`src/hw/rtl/kmp_pkg.sv`:
```
// ----------------------------------------------------------------------------
// kmp_pkg
// shared types, codes and reset values for the keypad menu panel controller
// ----------------------------------------------------------------------------
package kmp_pkg;

  // default parameter values
  localparam int unsigned COUNT_WRAP_DEF   = 10000;
  localparam int unsigned LETTER_COUNT_DEF = 3;
  localparam int unsigned DIGIT_COUNT      = 10;

  // field widths
  localparam int unsigned KEY_W     = 4;
  localparam int unsigned COUNT_W   = 14;
  localparam int unsigned LED_W     = 8;
  localparam int unsigned LETTER_W  = 2;
  localparam int unsigned DIGIT_W   = 4;
  localparam int unsigned PERIOD_W  = 8;
  localparam int unsigned TIMEOUT_W = 16;
  localparam int unsigned CFG_IDX_W = 2;
  localparam int unsigned CFG_DAT_W = 16;
  localparam int unsigned IN_DAT_W  = 8;
  localparam int unsigned OUT_DAT_W = 40;

  // key codes
  localparam logic [KEY_W-1:0] KEY_NONE       = 4'd0;
  localparam logic [KEY_W-1:0] KEY_PARAM_UP   = 4'd2;
  localparam logic [KEY_W-1:0] KEY_MODE_DOWN  = 4'd4;
  localparam logic [KEY_W-1:0] KEY_MODE_UP    = 4'd6;
  localparam logic [KEY_W-1:0] KEY_PARAM_DOWN = 4'd8;

  // configuration register indexes
  localparam logic [CFG_IDX_W-1:0] REG_TENTH_PERIOD = 2'd0;
  localparam logic [CFG_IDX_W-1:0] REG_LED_PERIOD   = 2'd1;
  localparam logic [CFG_IDX_W-1:0] REG_IDLE_TIMEOUT = 2'd2;

  // reset values
  localparam logic [PERIOD_W-1:0]  TENTH_PERIOD_RST = 8'd5;
  localparam logic [PERIOD_W-1:0]  LED_PERIOD_RST   = 8'd25;
  localparam logic [TIMEOUT_W-1:0] IDLE_TIMEOUT_RST = 16'd500;
  localparam logic [LED_W-1:0]     LED_PATTERN_RST  = 8'h7F;

  typedef enum logic [1:0] {
    MODE_IDLE   = 2'd0,
    MODE_LETTER = 2'd1,
    MODE_INT    = 2'd2,
    MODE_FRAC   = 2'd3
  } menu_mode_t;

  // result item, last field in the lowest bits
  typedef struct packed {
    logic                pad;
    logic [KEY_W-1:0]    shown_key;
    logic                redraw;
    logic [DIGIT_W-1:0]  fraction_digit;
    logic [DIGIT_W-1:0]  integer_digit;
    logic [LETTER_W-1:0] letter_index;
    menu_mode_t          menu_mode;
    logic [LED_W-1:0]    leds;
    logic [COUNT_W-1:0]  count;
  } result_t;

endpackage

```
`src/hw/rtl/keypad_menu_panel_controller.sv`:
```
// ----------------------------------------------------------------------------
// keypad_menu_panel_controller
// per-tick stopwatch, led rotator and keypad menu with display redraw request
// ----------------------------------------------------------------------------
// Each input transaction on in_* is one display tick carrying the key code
// held in that tick (0 = no key). Each tick produces exactly one output
// transaction on out_* with the stopwatch, led pattern, menu state, a redraw
// flag and the echoed key, all as they stand after the tick.
// A tick accepted at an edge shows its result on out_tdata with out_tvalid
// high right after that edge. Throughput is one tick per cycle while the
// receiver does not stall; the tick state and the result register are updated
// in the same edge, with a single combinational pass in between.
// When the receiver stalls, the result register holds and in_tready drops
// until the result is taken; in_tready is high again in the cycle the result
// is taken, so no bubble is inserted.
// The cfg_* port writes tenth_period (0), led_period (1) and idle_timeout (2)
// at any edge with cfg_we high; write only while no tick is in flight.
// Reset (rst_n low, synchronous) restores the register defaults, clears the
// counters and menu, loads led pattern 0x7F and makes the first tick redraw.
// ----------------------------------------------------------------------------
module keypad_menu_panel_controller
  import kmp_pkg::*;
#(
  parameter int unsigned COUNT_WRAP   = COUNT_WRAP_DEF,
  parameter int unsigned LETTER_COUNT = LETTER_COUNT_DEF
) (
  input  logic                 clk,
  input  logic                 rst_n,
  input  logic                 in_tvalid,
  output logic                 in_tready,
  input  logic [IN_DAT_W-1:0]  in_tdata,   // key[3:0], zero fill
  output logic                 out_tvalid,
  input  logic                 out_tready,
  output logic [OUT_DAT_W-1:0] out_tdata,  // count[13:0], leds[21:14],
                                           // menu_mode[23:22], letter_index[25:24],
                                           // integer_digit[29:26],
                                           // fraction_digit[33:30], redraw[34],
                                           // shown_key[38:35], zero fill
  input  logic                 cfg_we,
  input  logic [CFG_IDX_W-1:0] cfg_index,
  input  logic [CFG_DAT_W-1:0] cfg_wdata
);

  localparam int unsigned SW_W = (COUNT_WRAP > 1) ? $clog2(COUNT_WRAP) : 1;
  localparam int unsigned LT_W = (LETTER_COUNT > 1) ? $clog2(LETTER_COUNT) : 1;
  localparam logic [SW_W-1:0]    SW_LAST     = SW_W'(COUNT_WRAP - 1);
  localparam logic [LT_W-1:0]    LETTER_LAST = LT_W'(LETTER_COUNT - 1);
  localparam logic [DIGIT_W-1:0] DIGIT_LAST  = DIGIT_W'(DIGIT_COUNT - 1);

  // configuration
  logic [PERIOD_W-1:0]  tenth_period_r;
  logic [PERIOD_W-1:0]  led_period_r;
  logic [TIMEOUT_W-1:0] idle_timeout_r;

  // tick state
  logic [PERIOD_W-1:0]  tenth_cnt_r, tenth_cnt_nxt;
  logic [PERIOD_W-1:0]  led_cnt_r, led_cnt_nxt;
  logic [TIMEOUT_W-1:0] idle_cnt_r, idle_cnt_nxt;
  logic [SW_W-1:0]      stopwatch_r, stopwatch_nxt;
  logic [LED_W-1:0]     led_pattern_r, led_pattern_nxt;
  logic [KEY_W-1:0]     prev_key_r;
  menu_mode_t           mode_r, mode_nxt;
  logic [LT_W-1:0]      letter_r, letter_nxt;
  logic [DIGIT_W-1:0]   int_digit_r, int_digit_nxt;
  logic [DIGIT_W-1:0]   frac_digit_r, frac_digit_nxt;
  logic                 redraw_pend_r, redraw_pend_nxt;

  // result register
  logic                 out_valid_r;
  result_t              result_r, result_nxt;

  logic                 in_acc;
  logic [KEY_W-1:0]     key;
  logic                 redraw;
  logic [31:0]          sw_ext;
  logic [31:0]          letter_ext;

  assign key        = in_tdata[KEY_W-1:0];
  assign in_tready  = !out_valid_r || out_tready;
  assign in_acc     = in_tvalid && in_tready;
  assign out_tvalid = out_valid_r;
  assign out_tdata  = result_r;

  always_ff @(posedge clk) begin
    if (!rst_n) begin
      tenth_period_r <= TENTH_PERIOD_RST;
      led_period_r   <= LED_PERIOD_RST;
      idle_timeout_r <= IDLE_TIMEOUT_RST;
    end else if (cfg_we) begin
      case (cfg_index)
        REG_TENTH_PERIOD: tenth_period_r <= cfg_wdata[PERIOD_W-1:0];
        REG_LED_PERIOD:   led_period_r   <= cfg_wdata[PERIOD_W-1:0];
        REG_IDLE_TIMEOUT: idle_timeout_r <= cfg_wdata[TIMEOUT_W-1:0];
        default: ;
      endcase
    end
  end

  always_comb begin
    logic                 tenth_fire;
    logic                 led_fire;
    logic                 timeout;
    logic                 key_edge;
    logic [PERIOD_W-1:0]  tenth_inc;
    logic [PERIOD_W-1:0]  led_inc;
    logic [TIMEOUT_W-1:0] idle_inc;

    tenth_inc       = tenth_cnt_r + 1'b1;
    led_inc         = led_cnt_r + 1'b1;
    idle_inc        = idle_cnt_r + 1'b1;
    tenth_fire      = (tenth_inc >= tenth_period_r);
    led_fire        = (led_inc >= led_period_r);
    timeout         = (idle_inc >= idle_timeout_r);
    tenth_cnt_nxt   = tenth_fire ? '0 : tenth_inc;
    led_cnt_nxt     = led_fire ? '0 : led_inc;
    idle_cnt_nxt    = timeout ? '0 : idle_inc;
    key_edge        = (key != prev_key_r);

    mode_nxt        = mode_r;
    letter_nxt      = letter_r;
    int_digit_nxt   = int_digit_r;
    frac_digit_nxt  = frac_digit_r;
    redraw_pend_nxt = redraw_pend_r;

    // key handling
    if (mode_r == MODE_IDLE && key != KEY_NONE) begin
      mode_nxt        = MODE_LETTER;
      redraw_pend_nxt = 1'b1;
    end else if (key_edge) begin
      case (key)
        KEY_MODE_DOWN: begin
          mode_nxt        = (mode_r == MODE_LETTER) ? MODE_FRAC
                                                    : menu_mode_t'(mode_r - 2'd1);
          redraw_pend_nxt = 1'b1;
        end
        KEY_MODE_UP: begin
          mode_nxt        = (mode_r == MODE_FRAC) ? MODE_LETTER
                                                  : menu_mode_t'(mode_r + 2'd1);
          redraw_pend_nxt = 1'b1;
        end
        KEY_PARAM_DOWN: begin
          case (mode_r)
            MODE_LETTER: letter_nxt = (letter_r == '0) ? LETTER_LAST : letter_r - 1'b1;
            MODE_INT:    int_digit_nxt = (int_digit_r == '0) ? DIGIT_LAST
                                                            : int_digit_r - 1'b1;
            MODE_FRAC:   frac_digit_nxt = (frac_digit_r == '0) ? DIGIT_LAST
                                                              : frac_digit_r - 1'b1;
            default: ;
          endcase
          redraw_pend_nxt = 1'b1;
        end
        KEY_PARAM_UP: begin
          case (mode_r)
            MODE_LETTER: letter_nxt = (letter_r == LETTER_LAST) ? '0 : letter_r + 1'b1;
            MODE_INT:    int_digit_nxt = (int_digit_r == DIGIT_LAST) ? '0
                                                                   : int_digit_r + 1'b1;
            MODE_FRAC:   frac_digit_nxt = (frac_digit_r == DIGIT_LAST) ? '0
                                                                     : frac_digit_r + 1'b1;
            default: ;
          endcase
          redraw_pend_nxt = 1'b1;
        end
        default: ;
      endcase
    end

    // stopwatch and leds
    stopwatch_nxt = stopwatch_r;
    if (tenth_fire && key == KEY_NONE) begin
      stopwatch_nxt = (stopwatch_r == SW_LAST) ? '0 : stopwatch_r + 1'b1;
    end
    led_pattern_nxt = led_fire ? {led_pattern_r[0], led_pattern_r[LED_W-1:1]}
                               : led_pattern_r;

    // redraw and timeout
    redraw = redraw_pend_nxt || timeout;
    if (redraw) begin
      redraw_pend_nxt = 1'b0;
      idle_cnt_nxt    = '0;
      if (timeout) begin
        mode_nxt = MODE_IDLE;
      end
    end

    sw_ext     = 32'(stopwatch_nxt);
    letter_ext = 32'(letter_nxt);

    result_nxt                = '0;
    result_nxt.count          = sw_ext[COUNT_W-1:0];
    result_nxt.leds           = led_pattern_nxt;
    result_nxt.menu_mode      = mode_nxt;
    result_nxt.letter_index   = letter_ext[LETTER_W-1:0];
    result_nxt.integer_digit  = int_digit_nxt;
    result_nxt.fraction_digit = frac_digit_nxt;
    result_nxt.redraw         = redraw;
    result_nxt.shown_key      = key;
  end

  always_ff @(posedge clk) begin
    if (!rst_n) begin
      tenth_cnt_r   <= '0;
      led_cnt_r     <= '0;
      idle_cnt_r    <= '0;
      stopwatch_r   <= '0;
      led_pattern_r <= LED_PATTERN_RST;
      prev_key_r    <= KEY_NONE;
      mode_r        <= MODE_IDLE;
      letter_r      <= '0;
      int_digit_r   <= '0;
      frac_digit_r  <= '0;
      redraw_pend_r <= 1'b1;
    end else if (in_acc) begin
      tenth_cnt_r   <= tenth_cnt_nxt;
      led_cnt_r     <= led_cnt_nxt;
      idle_cnt_r    <= idle_cnt_nxt;
      stopwatch_r   <= stopwatch_nxt;
      led_pattern_r <= led_pattern_nxt;
      prev_key_r    <= key;
      mode_r        <= mode_nxt;
      letter_r      <= letter_nxt;
      int_digit_r   <= int_digit_nxt;
      frac_digit_r  <= frac_digit_nxt;
      redraw_pend_r <= redraw_pend_nxt;
    end
  end

  always_ff @(posedge clk) begin
    if (!rst_n) begin
      out_valid_r <= 1'b0;
    end else if (in_acc) begin
      out_valid_r <= 1'b1;
    end else if (out_tready) begin
      out_valid_r <= 1'b0;
    end
  end

  always_ff @(posedge clk) begin
    if (in_acc) begin
      result_r <= result_nxt;
    end
  end

  // any menu mode change is reported with a redraw
  a_mode_change_redraws: assert property (@(posedge clk) disable iff (!rst_n)
    in_acc && (mode_nxt != mode_r) |=> result_r.redraw)
    else $error("menu mode changed without redraw");

  // stopwatch stays below its wrap value
  a_stopwatch_range: assert property (@(posedge clk) disable iff (!rst_n)
    in_acc |=> (stopwatch_r <= SW_LAST))
    else $error("stopwatch out of range");

  // edited parameters stay in range
  a_param_range: assert property (@(posedge clk) disable iff (!rst_n)
    in_acc |=> (letter_r <= LETTER_LAST) && (int_digit_r <= DIGIT_LAST)
               && (frac_digit_r <= DIGIT_LAST))
    else $error("menu parameter out of range");

  // a timeout always leaves the menu idle
  a_timeout_idle: assert property (@(posedge clk) disable iff (!rst_n)
    in_acc && (idle_cnt_r + 1'b1 >= idle_timeout_r) |=> (mode_r == MODE_IDLE))
    else $error("timeout did not return to idle");

endmodule

```
`config.mk`:
```
export PLATFORM = sky130hd
export DESIGN_NAME = keypad_menu_panel_controller
export DESIGN_NICKNAME = d
export VERILOG_FILES = /design/src/hw/rtl/kmp_pkg.sv /design/src/hw/rtl/keypad_menu_panel_controller.sv
export SDC_FILE = /design/constraint.sdc
export NUM_CORES = 1
export LEC_CHECK = 0
export BUFFER_PORTS_ARGS = -buffer_cell sky130_fd_sc_hd__buf_2
export CORE_ASPECT_RATIO = 1.1
export CORE_UTILIZATION = 55
export CTS_CLUSTER_SIZE = 25
export DETAILED_ROUTE_END_ITERATION = 8
export PLACE_DENSITY = 0.75
export REMOVE_ABC_BUFFERS = 1
export SYNTH_ARGS = -nofsm -noshare
export SYNTH_HDL_FRONTEND = slang
export SYNTH_SLANG_ARGS = --single-unit
```
`constraint.sdc`:
```
create_clock -name clk -period 3.9 [get_ports clk]
set_input_delay 0.78 -clock clk [delete_from_list [all_inputs] [get_ports clk]]
set_output_delay 0.78 -clock clk [all_outputs]
set_load 0.02 [all_outputs]
```
==> results.toml, run 1 <==
[status]
status = "complete, no violations"

[setup_path]
required_ns = 4.25
critPathTopFamily = "simple AND/OR/NAND/NOR gates"
crit_top_cell = "nand4_1"
timing.rr.start = "idle_cnt_r[0]"
reg2regPathDepth = 14
regToRegEndpoint = "idle_cnt_r[14]"
r2r_slack_ns = 0.35
worstSetupStartpoint = "idle_cnt_r[0]"
cpPeakStageDelay_ns = 0.43
start_kind = "register"
cp_max_fo = 20
endpoint_kind = "register"
crit_type = "reg -> reg"
cp_num_buf_inv = 1
cp.depth = 14
crit_chain = "ha_1 > nand3_1 > or3_1 > nor2_1 > nand4_1 > xnor2_1 > ha_1 > nand4_1 > nor3_1 > a31oi_2 > nand4_1 > buf_4 > or4_1 > a31oi_1"
endpoint = "idle_cnt_r[14]"
critPathArrivalTime_ns = 3.90
cp_slowest_cell = "dfxtp_1"

[clock_network]
clockBufferDepth = 2
cts_made_buffers = 17
cts_root_buffer = "clkbuf_16"
cts.sinks = 143
hold_buffers = 0
clk_pin_slew_ns = 0.06
cts_setup_buffers = 0
htreeDepth = 4
tritoncts = "built"
clock_latency_ns = 0.42

[synth]
ys_seq_area_share_pct = 41.3
yosys-top-cells-count = "nand2_1, dfxtp_1, a21oi_1, nor2_1, ha_1"
ys_types = 72
synth_area_leaders = "dfxtp_1, edfxtp_1, ha_1, nand2_1, a21oi_1"
synthArstFlopShare_pct = 0
synth-edff-count = 39
avgSynthCellArea_sq_um = 8.51
synth-main-ff-cell = "dfxtp_1"
synthMostInstantiatedCell = "nand2_1"
netlist_area_sq_mm = 0.00787
synth.largest_area_cell = "dfxtp_1"
ys_ff_latch = 143
synth_cells = 925
yosys_warnings = 0
synth_top_area_share_pct = 26.4

[layout]
area.growth.synth_to_final_pct = 12.8
instances_no_fill = 1173
num_antenna_cells = 0
fin_nets = 1057
final_area_sq_mm = 0.00888
fillers = 1204
drive_above_1_share_pct = 13.2

[grt]
grt-ovfl-total = 0
antenna_found_initial = 0
grt_pass1_vias = 5811
grt_use_total_pct = 23.3
grt_start_max_net_pins = 38
grt_pass1_wl_um = 27300

[timing]
fin_crit_sh_pct = 91.2
tightest_slew_ns = 0.848
holdWs_ns = 0.444
final.setup.worst_slack_ns = 0.345
rsz0062_at_grt = "no"
max_clock_freq_ghz = 0.281
slew_headroom_pct = 42.0
post-route-min-period_ns = 3.55
hold_violations = 0
drv_slew = 0
skew_ns = 0.00809
final-setup-viol-count = 0

[placed_design]
dp_hpwl_um = 11000
detailedPlace.worstSlack_ns = 0.334
placed_area_sq_mm = 0.00832
placed_cells = 1141
gp_congestion = 0.870
port_buffers = 67

[floorplan]
dieArea_sq_mm = 0.0148
start_util_pct = 56.6
die_w_um = 116
core_area_sq_mm = 0.0139
rows = 45
ios = 73
die_h_um = 127

[routing]
drc_errors = 0
drt_iter0_drc = 350
via_count = 6482
wl_um = 16100
wire_per_inst_um = 13.7
viasPerCell = 5.53
drt-pass1-iter-count = 5
ant_nets = 0

[power]
powerDensity_mw_per_mm2 = 383
total_power_uw = 3400
leakage_uw = 0.00342
peakVddDrop_v = 0.000342

[run]
drv_cap = 0

[hold_path]
holdCritPathClass = "reg -> reg"
[layout make-up]
class,instances,area (sq um),area share [%]
clock buffers,20,437,4.92
clock inverters,12,120,1.35
inverters,51,191,2.16
multi-input cells,680,4220,47.5
flip-flops and latches,143,3250,36.6
well taps,188,235,2.65
repair buffers,79,425,4.79
[state kept, by name, summed over array words and instances, names as in the netlist, 8 cells and up]
| register | flops |
|---|---|
| out_tdata | 39 |
| led_pattern_r | 8 |
| led_period_r | 8 |
| idle_timeout_r | 16 |
| idle_cnt_r | 16 |
| tenth_cnt_r | 8 |
| tenth_period_r | 8 |
| stopwatch_r | 14 |
| led_cnt_r | 8 |
[how the worst min path moves through the flow]
stage	start	end	slack [ns]	cells past startpoint
after floorplan	redraw_pend_r	redraw_pend_r	0.42	2
after global placement	redraw_pend_r	redraw_pend_r	0.43	2
after detailed placement	redraw_pend_r	redraw_pend_r	0.44	2
after CTS	redraw_pend_r	redraw_pend_r	0.44	2
after global routing	idle_timeout_r[13]	idle_timeout_r[13]	0.48	2
final	redraw_pend_r	redraw_pend_r	0.44	2
[layout by cell type, fill, tap and decap left out, types with 4 or more instances in the layout]
master,instances
o211ai_1,10
nor2_1,59
nand4_1,13
nand3_1,46
edfxtp_1,39
buf_4,12
ha_1,54
clkbuf_16,17
or2_2,6
a21o_1,13
nand2_1,154
o31ai_1,9
xnor2_1,24
nor3b_1,5
a21oi_1,77
a31oi_1,5
a22o_1,7
inv_1,49
xor2_1,13
dfxtp_1,104
clkinvlp_4,4
buf_2,67
nor4b_1,4
or3b_1,4
o21a_1,6
nand2b_1,8
and3_1,6
or3_1,10
o21ai_0,47
nor3_1,15
nor2b_1,7
or4_1,9
and2_1,4
mux2i_1,7
[report_power, final]
group	switching (uW)	total [uW]	internal [uW]	leakage, uW
logic	181	269	88.7	0.00195
registers	17.8	1580	1570	0.00121
clock network	614	1550	931	0.000259
[per-stage QoR]
step	setup TNS (ns)	utilization, %
after floorplan	-3.01	-
after global placement	0	59.8
after detailed placement	0	59.8
after CTS	0	63.8
after global routing	0	63.9
final	0	63.9
[cells by family after synthesis]
| family | after synthesis | synth area share, % |
|---|---|---|
| AO/OA/AOI/OAI | 211 | 17.1 |
| XOR/XNOR | 37 | 4.12 |
| adder cells (fa/ha/maj) | 54 | 8.58 |
| buffers and inverters | 102 | 5.21 |
| flip-flops | 143 | 41.3 |
| multiplexers | 9 | 1.18 |
| other | 1 | 0.0476 |
| AND/OR/NAND/NOR | 368 | 22.4 |
[metal layers]
metal	track usage, %	up-vias	share of wire [%]
met1	31.9	2984	48
li1	-	3350	-
met5	0	-	0
met4	8.22	0	1.4
met2	36.4	132	47
met3	4.36	16	3.4
[worst register-to-register path, stage by stage (launching register included)]
cell and delay [ns]:
dfxtp_1 0.43, ha_1 0.26, nand3_1 0.19, or3_1 0.42, nor2_1 0.17, nand4_1 0.16, xnor2_1 0.22, ha_1 0.27
nand4_1 0.14, nor3_1 0.08, a31oi_2 0.24, nand4_1 0.11, buf_4 0.22, or4_1 0.40, a31oi_1 0.17
[repair_timing]
item / in CTS / in global routing
endpoints found under the hold margin: 0 / 0
resized for setup: 0 / 1
setup endpoints to repair: 0 / 3
Note: power is estimated with default switching activity, not from simulation.
==> run 2, diff against run 1 <==
--- a/config.mk
+++ b/config.mk
@@ -5,6 +5,7 @@
 export SDC_FILE = /design/constraint.sdc
 export NUM_CORES = 1
 export LEC_CHECK = 0
+export ABC_AREA = 1
 export BUFFER_PORTS_ARGS = -buffer_cell sky130_fd_sc_hd__buf_2
 export CORE_ASPECT_RATIO = 1.1
 export CORE_UTILIZATION = 55
==> results.toml, run 2 <==
[synth]
yosys_warnings = 0
synthArstFlopShare_pct = 0
synthMostInstantiatedCell = "nand2_1"
synth_cells = 1093
synth_area_leaders = "dfxtp_1, edfxtp_1, nand2_1, ha_1, inv_1"
ys_ff_latch = 143
yosys-top-cells-count = "nand2_1, inv_1, dfxtp_1, a21oi_1, nor2_1"
ys_seq_area_share_pct = 40.3
synth_top_area_share_pct = 25.8
synth-edff-count = 39
netlist_area_sq_mm = 0.00806
synth.largest_area_cell = "dfxtp_1"
ys_types = 43
synth-main-ff-cell = "dfxtp_1"
avgSynthCellArea_sq_um = 7.38

[timing]
post-route-min-period_ns = 3.30
rsz0062_at_grt = "no"
fin_crit_sh_pct = 84.5
drv_slew = 0
tightest_slew_ns = 1.09
hold_violations = 0
final-setup-viol-count = 0
skew_ns = 0.0108
max_clock_freq_ghz = 0.303
slew_headroom_pct = 27.2

[clock_network]
clk_pin_slew_ns = 0.06
cts_resized = 0
clock_latency_ns = 0.43
tritoncts = "built"
cts_setup_buffers = 0
clockBufferDepth = 2
htreeDepth = 4
cts_made_buffers = 17
hold_buffers = 0
cts_root_buffer = "clkbuf_16"
cts.sinks = 143

[setup_path]
cpPeakStageDelay_ns = 0.52
r2r_slack_ns = 0.60
regToRegEndpoint = "idle_cnt_r[1]"
timing.rr.start = "idle_cnt_r[0]"
crit_type = "reg -> reg"
critPathArrivalTime_ns = 3.65
cp_max_fo = 17
reg2regPathDepth = 15
required_ns = 4.26
endpoint_kind = "register"
start_kind = "register"
crit_top_cell = "nand2_1"
cp_slowest_cell = "nor2_4"
crit_chain = "nand3_1 > nor2_1 > nand2_1 > nor2_1 > nand3_1 > xnor2_1 > ha_1 > nand2_1 > o21bai_1 > nand2_1 > a21oi_1 > nand3_1 > nor2_4 > nand2_1 > a21oi_1"

[status]
status = "complete, no violations"

[routing]
via_count = 6818
ant_nets = 0
drc_errors = 0
wire_per_inst_um = 12.4
viasPerCell = 5.03
wl_um = 16900
drt-pass1-iter-count = 5
drt_iter0_drc = 441

[power]
peakVddDrop_v = 0.000269
leakage_uw = 0.00439
powerDensity_mw_per_mm2 = 414

[run]
drv_cap = 0

[floorplan]
die_h_um = 129
start_util_pct = 56.0
core_area_sq_mm = 0.0144
ios = 73
dieArea_sq_mm = 0.0151
die_w_um = 117
rows = 46

[layout]
largest_register_ffs = 39
fin_nets = 1235
area.growth.synth_to_final_pct = 13.3
fillers = 1322
layout_commonest_cell = "nand2_1"
num_antenna_cells = 0
final_cell_mix = "nand2_1, inv_1, dfxtp_1"
multi_input_area_sq_mm = 0.00400
seq_area_sq_mm = 0.00325
instances_no_fill = 1355
utilization_pct = 63.5
drive_above_1_share_pct = 12.6

[hold_path]
holdCritPathClass = "reg -> reg"
min_to = "redraw_pend_r"
min_from = "redraw_pend_r"
holdPathStages = 2

[grt]
grt_pass1_vias = 6229
grt_pass1_wl_um = 28400
grt-ovfl-total = 0
antenna_found_initial = 0
grt_start_max_net_pins = 55
grt_use_total_pct = 23.5

[placed_design]
gp_congestion = 0.869
dp_hpwl_um = 11500
port_buffers = 67
placed_cells = 1323
run 2: changes by cell type after synthesis, sizes merged, moves of 14 or more:
cell	delta
a21oi	+27
nand3	+27
xnor2	-19
inv	+117
xor2	+14
nor2	+17
nand2	+140
run 2: worst max-delay path: cells and delay by family, from the launching register on:
family                   cells  cell delay, ns
AND/OR/NAND/NOR             10            1.91
flip-flops                   1            0.41
adder cells (fa/ha/maj)      1            0.28
XOR/XNOR                     1            0.21
AO/OA/AOI/OAI                3            0.41
run 2: how the worst max path moves through the flow:
stage	startpoint	endpoint	slack, ns	depth (start not counted)
finish	idle_cnt_r[0]	idle_cnt_r[1]	0.60	15
global route	idle_cnt_r[0]	idle_cnt_r[5]	0.26	15
CTS	idle_cnt_r[0]	idle_cnt_r[1]	0.58	15
detailed placement	idle_cnt_r[0]	out_tdata[34]	0.62	14
global placement	idle_cnt_r[0]	out_tdata[34]	0.72	14
floorplan	out_tready	frac_digit_r[0]	-0.66	6
run 2: power by group:
part / internal, uW / leakage [uW] / switching [uW]
clock: 1040 / 0.000298 / 608
sequential: 1620 / 0.00123 / 50.2
combinational: 150 / 0.00286 / 313
total: 2810 / 0.00439 / 971
run 2: logic make-up after synthesis:
| group | Yosys count | synth area share, % |
|---|---|---|
| compound gates | 180 | 12.2 |
| xor+xnor | 32 | 3.48 |
| fa+ha+maj | 54 | 8.38 |
| buf+inv | 205 | 10.1 |
| flops | 143 | 40.3 |
| other cells | 1 | 0.0465 |
| simple gates | 478 | 25.4 |
run 2: stage by stage:
step	setup TNS, ns	instance area, sq um	setup slack [ns]	power (uW)	hold slack [ns]
floorplan	-38.07	7880	-0.662	2020	0.420
global route	0	9140	0.259	3950	0.479
CTS	0	9140	0.578	3810	0.449
detailed placement	0	8520	0.620	2160	0.435
global placement	0	8520	0.720	2150	0.434
finish	0	9140	0.605	3780	0.445
run 2: layout make-up:
class | instances | share of cell area (%)
clock buffers | 24 | 5.60
inverters | 168 | 6.96
well taps | 192 | 2.63
flip-flops and latches | 143 | 35.6
repair buffers | 75 | 4.33
clock inverters | 8 | 1.12
multi-input cells | 745 | 43.7
run 2: metal layers:
layer	GRT usage, %	part of all wire [%]	vias to the layer above
li1	-	-	3629
met1	27.0	46	3050
met4	10.2	1.8	0
met5	0	0	-
met2	42.7	50	114
met3	4.43	2.9	25
==> run 3, diff against run 2 <==
--- a/config.mk
+++ b/config.mk
@@ -8,10 +8,10 @@
 export ABC_AREA = 1
 export BUFFER_PORTS_ARGS = -buffer_cell sky130_fd_sc_hd__buf_2
 export CORE_ASPECT_RATIO = 1.1
-export CORE_UTILIZATION = 55
+export CORE_UTILIZATION = 54
 export CTS_CLUSTER_SIZE = 25
 export DETAILED_ROUTE_END_ITERATION = 8
-export PLACE_DENSITY = 0.75
+export PLACE_DENSITY = 0.76
 export REMOVE_ABC_BUFFERS = 1
 export SYNTH_ARGS = -nofsm -noshare
 export SYNTH_HDL_FRONTEND = slang
==> constraint.sdc (replaced) <==
create_clock -name clk -period 2.8 [get_ports clk]
set_input_delay 0.56 -clock clk [delete_from_list [all_inputs] [get_ports clk]]
set_output_delay 0.56 -clock clk [all_outputs]
set_load 0.02 [all_outputs]
==> results.toml, run 3 (synthesized netlist as in run 2, its figures left out) <==
[routing]
drc_errors = 0
drt_iter0_drc = 512
wl_um = 17600
viasPerCell = 5.15
drt-pass1-iter-count = 5
via_count = 7102
wire_per_inst_um = 12.7
ant_nets = 0

[setup_path]
required_ns = 2.99
cp_num_buf_inv = 2
cpPeakStageDelay_ns = 0.36
crit_type = "reg -> reg"
endpoint_kind = "register"
crit_chain = "nand2_2 > nor2_2 > nand2_1 > nor2_2 > nand3_2 > xnor2_2 > ha_1 > nand2_2 > o21bai_1 > nand2_1 > a21oi_2 > nand3_2 > nor2_4 > buf_12 > inv_1"
critPathArrivalTime_ns = 2.86
start_kind = "register"
cp_slowest_cell = "dfxtp_2"
cp_max_fo = 6
critPathTopFamily = "simple AND/OR/NAND/NOR gates"

[layout]
area.growth.synth_to_final_pct = 17.6
num_antenna_cells = 0
drive_above_1_share_pct = 16.8
utilization_pct = 65.4
fillers = 1278
largest_register_ffs = 39
fin_nets = 1258
layout_commonest_cell = "nand2_1"
final_cell_mix = "nand2_1, inv_1, dfxtp_1"

[timing]
tightest_slew_ns = 0.826
max_clock_freq_ghz = 0.375
holdWs_ns = 0.346
final-setup-viol-count = 0
post-route-min-period_ns = 2.67
fin_crit_sh_pct = 95.4
drv_slew = 0
skew_ns = 0.00858
hold_violations = 0
final.setup.worst_slack_ns = 0.130
slew_headroom_pct = 44.8

[clock_network]
clk_pin_slew_ns = 0.06
cts.sinks = 143
htreeDepth = 4
clock_latency_ns = 0.43
cts_made_buffers = 17
cts_root_buffer = "clkbuf_16"
hold_buffers = 0
tritoncts = "built"
clockBufferDepth = 2

[floorplan]
start_util_pct = 55.6
core_area_sq_mm = 0.0145
ios = 73
dieArea_sq_mm = 0.0154
die_h_um = 130
rows = 46
die_w_um = 119

[hold_path]
holdCritPathClass = "in -> reg"

[placed_design]
dp_hpwl_um = 12100
detailedPlace.worstSlack_ns = -0.0535
port_buffers = 67
gp_congestion = 0.862

[grt]
grt-ovfl-total = 0
antenna_found_initial = 0
grt_start_max_net_pins = 49
grt_pass1_vias = 6545
grt_use_total_pct = 23.8
grt_pass1_wl_um = 29600

[power]
peakVddDrop_v = 0.000392
powerDensity_mw_per_mm2 = 566
leakage_uw = 0.00457

[run]
drv_cap = 0

[status]
status = "complete, no violations"
==> run 3: changes by cell type in the layout (fill, tap and decap cells not counted), sizes merged <==
cell and change:
clkinv +1, clkinvlp +1, clkbuf -3, bufinv +2, buf +22
==> run 3: layout make-up <==
type | instances | area (sq um) | share of cell area [%]
clock buffer | 20 | 447 | 4.71
clock inverter | 12 | 166 | 1.76
inverter | 168 | 636 | 6.70
multi-input combinational | 745 | 4110 | 43.3
sequential | 143 | 3270 | 34.5
tap | 192 | 240 | 2.53
timing repair buffer | 98 | 614 | 6.48
==> run 3: worst paths after layout <==
| path | start | depth (start not counted) | slack, ns | endpoint |
|---|---|---|---|---|
| min reg2reg | tenth_period_r[7] | 2 | 0.46 | tenth_period_r[7] |
| min | cfg_wdata[8] | 3 | 0.35 | idle_timeout_r[8] |
| max | idle_cnt_r[4] | 15 | 0.13 | out_tdata[34] |
| max reg2reg | idle_cnt_r[4] | 15 | 0.13 | out_tdata[34] |
==> run 3: per-layer routing <==
| metal | vias to the layer above | GRT usage [%] | share of wire (%) |
|---|---|---|---|
| li1 | 3663 | - | - |
| met1 | 3244 | 27.3 | 44 |
| met2 | 150 | 43.8 | 50 |
| met3 | 45 | 4.41 | 3.4 |
| met4 | 0 | 10.4 | 2.8 |
| met5 | - | 0 | 0 |
==> run 3: per-stage QoR <==
step                      power [uW]  std cells  area (sq um)  setup TNS (ns)
after floorplan                 2810       1056          7880         -102.18
after global placement          3010       1345          8710               0
after detailed placement        3030       1345          8710          -0.186
after CTS                       5390       1377          9340               0
after global routing            5590       1378          9480          -0.106
final                           5370       1378          9480               0
==> run 3: where the power goes <==
part	switching (uW)	leakage, uW	internal, uW
combinational	444	0.00304	234
sequential	72.5	0.00124	2250
clock	859	0.000293	1500
total	1380	0.00457	3990
==> run 3: tightest hold or removal path, stage by stage <==
cell and delay [ns]:
buf_2 0.08, nand2_1 0.04, o211ai_1 0.06
==> run 3: repair_timing <==
| action | CTS | global route |
|---|---|---|
| pin swaps | 0 | 6 |
| resized for setup | 3 | 35 |
| buffers inserted | 0 | 0 |
| cloned | 0 | 1 |
| setup endpoints to repair | 10 | 43 |
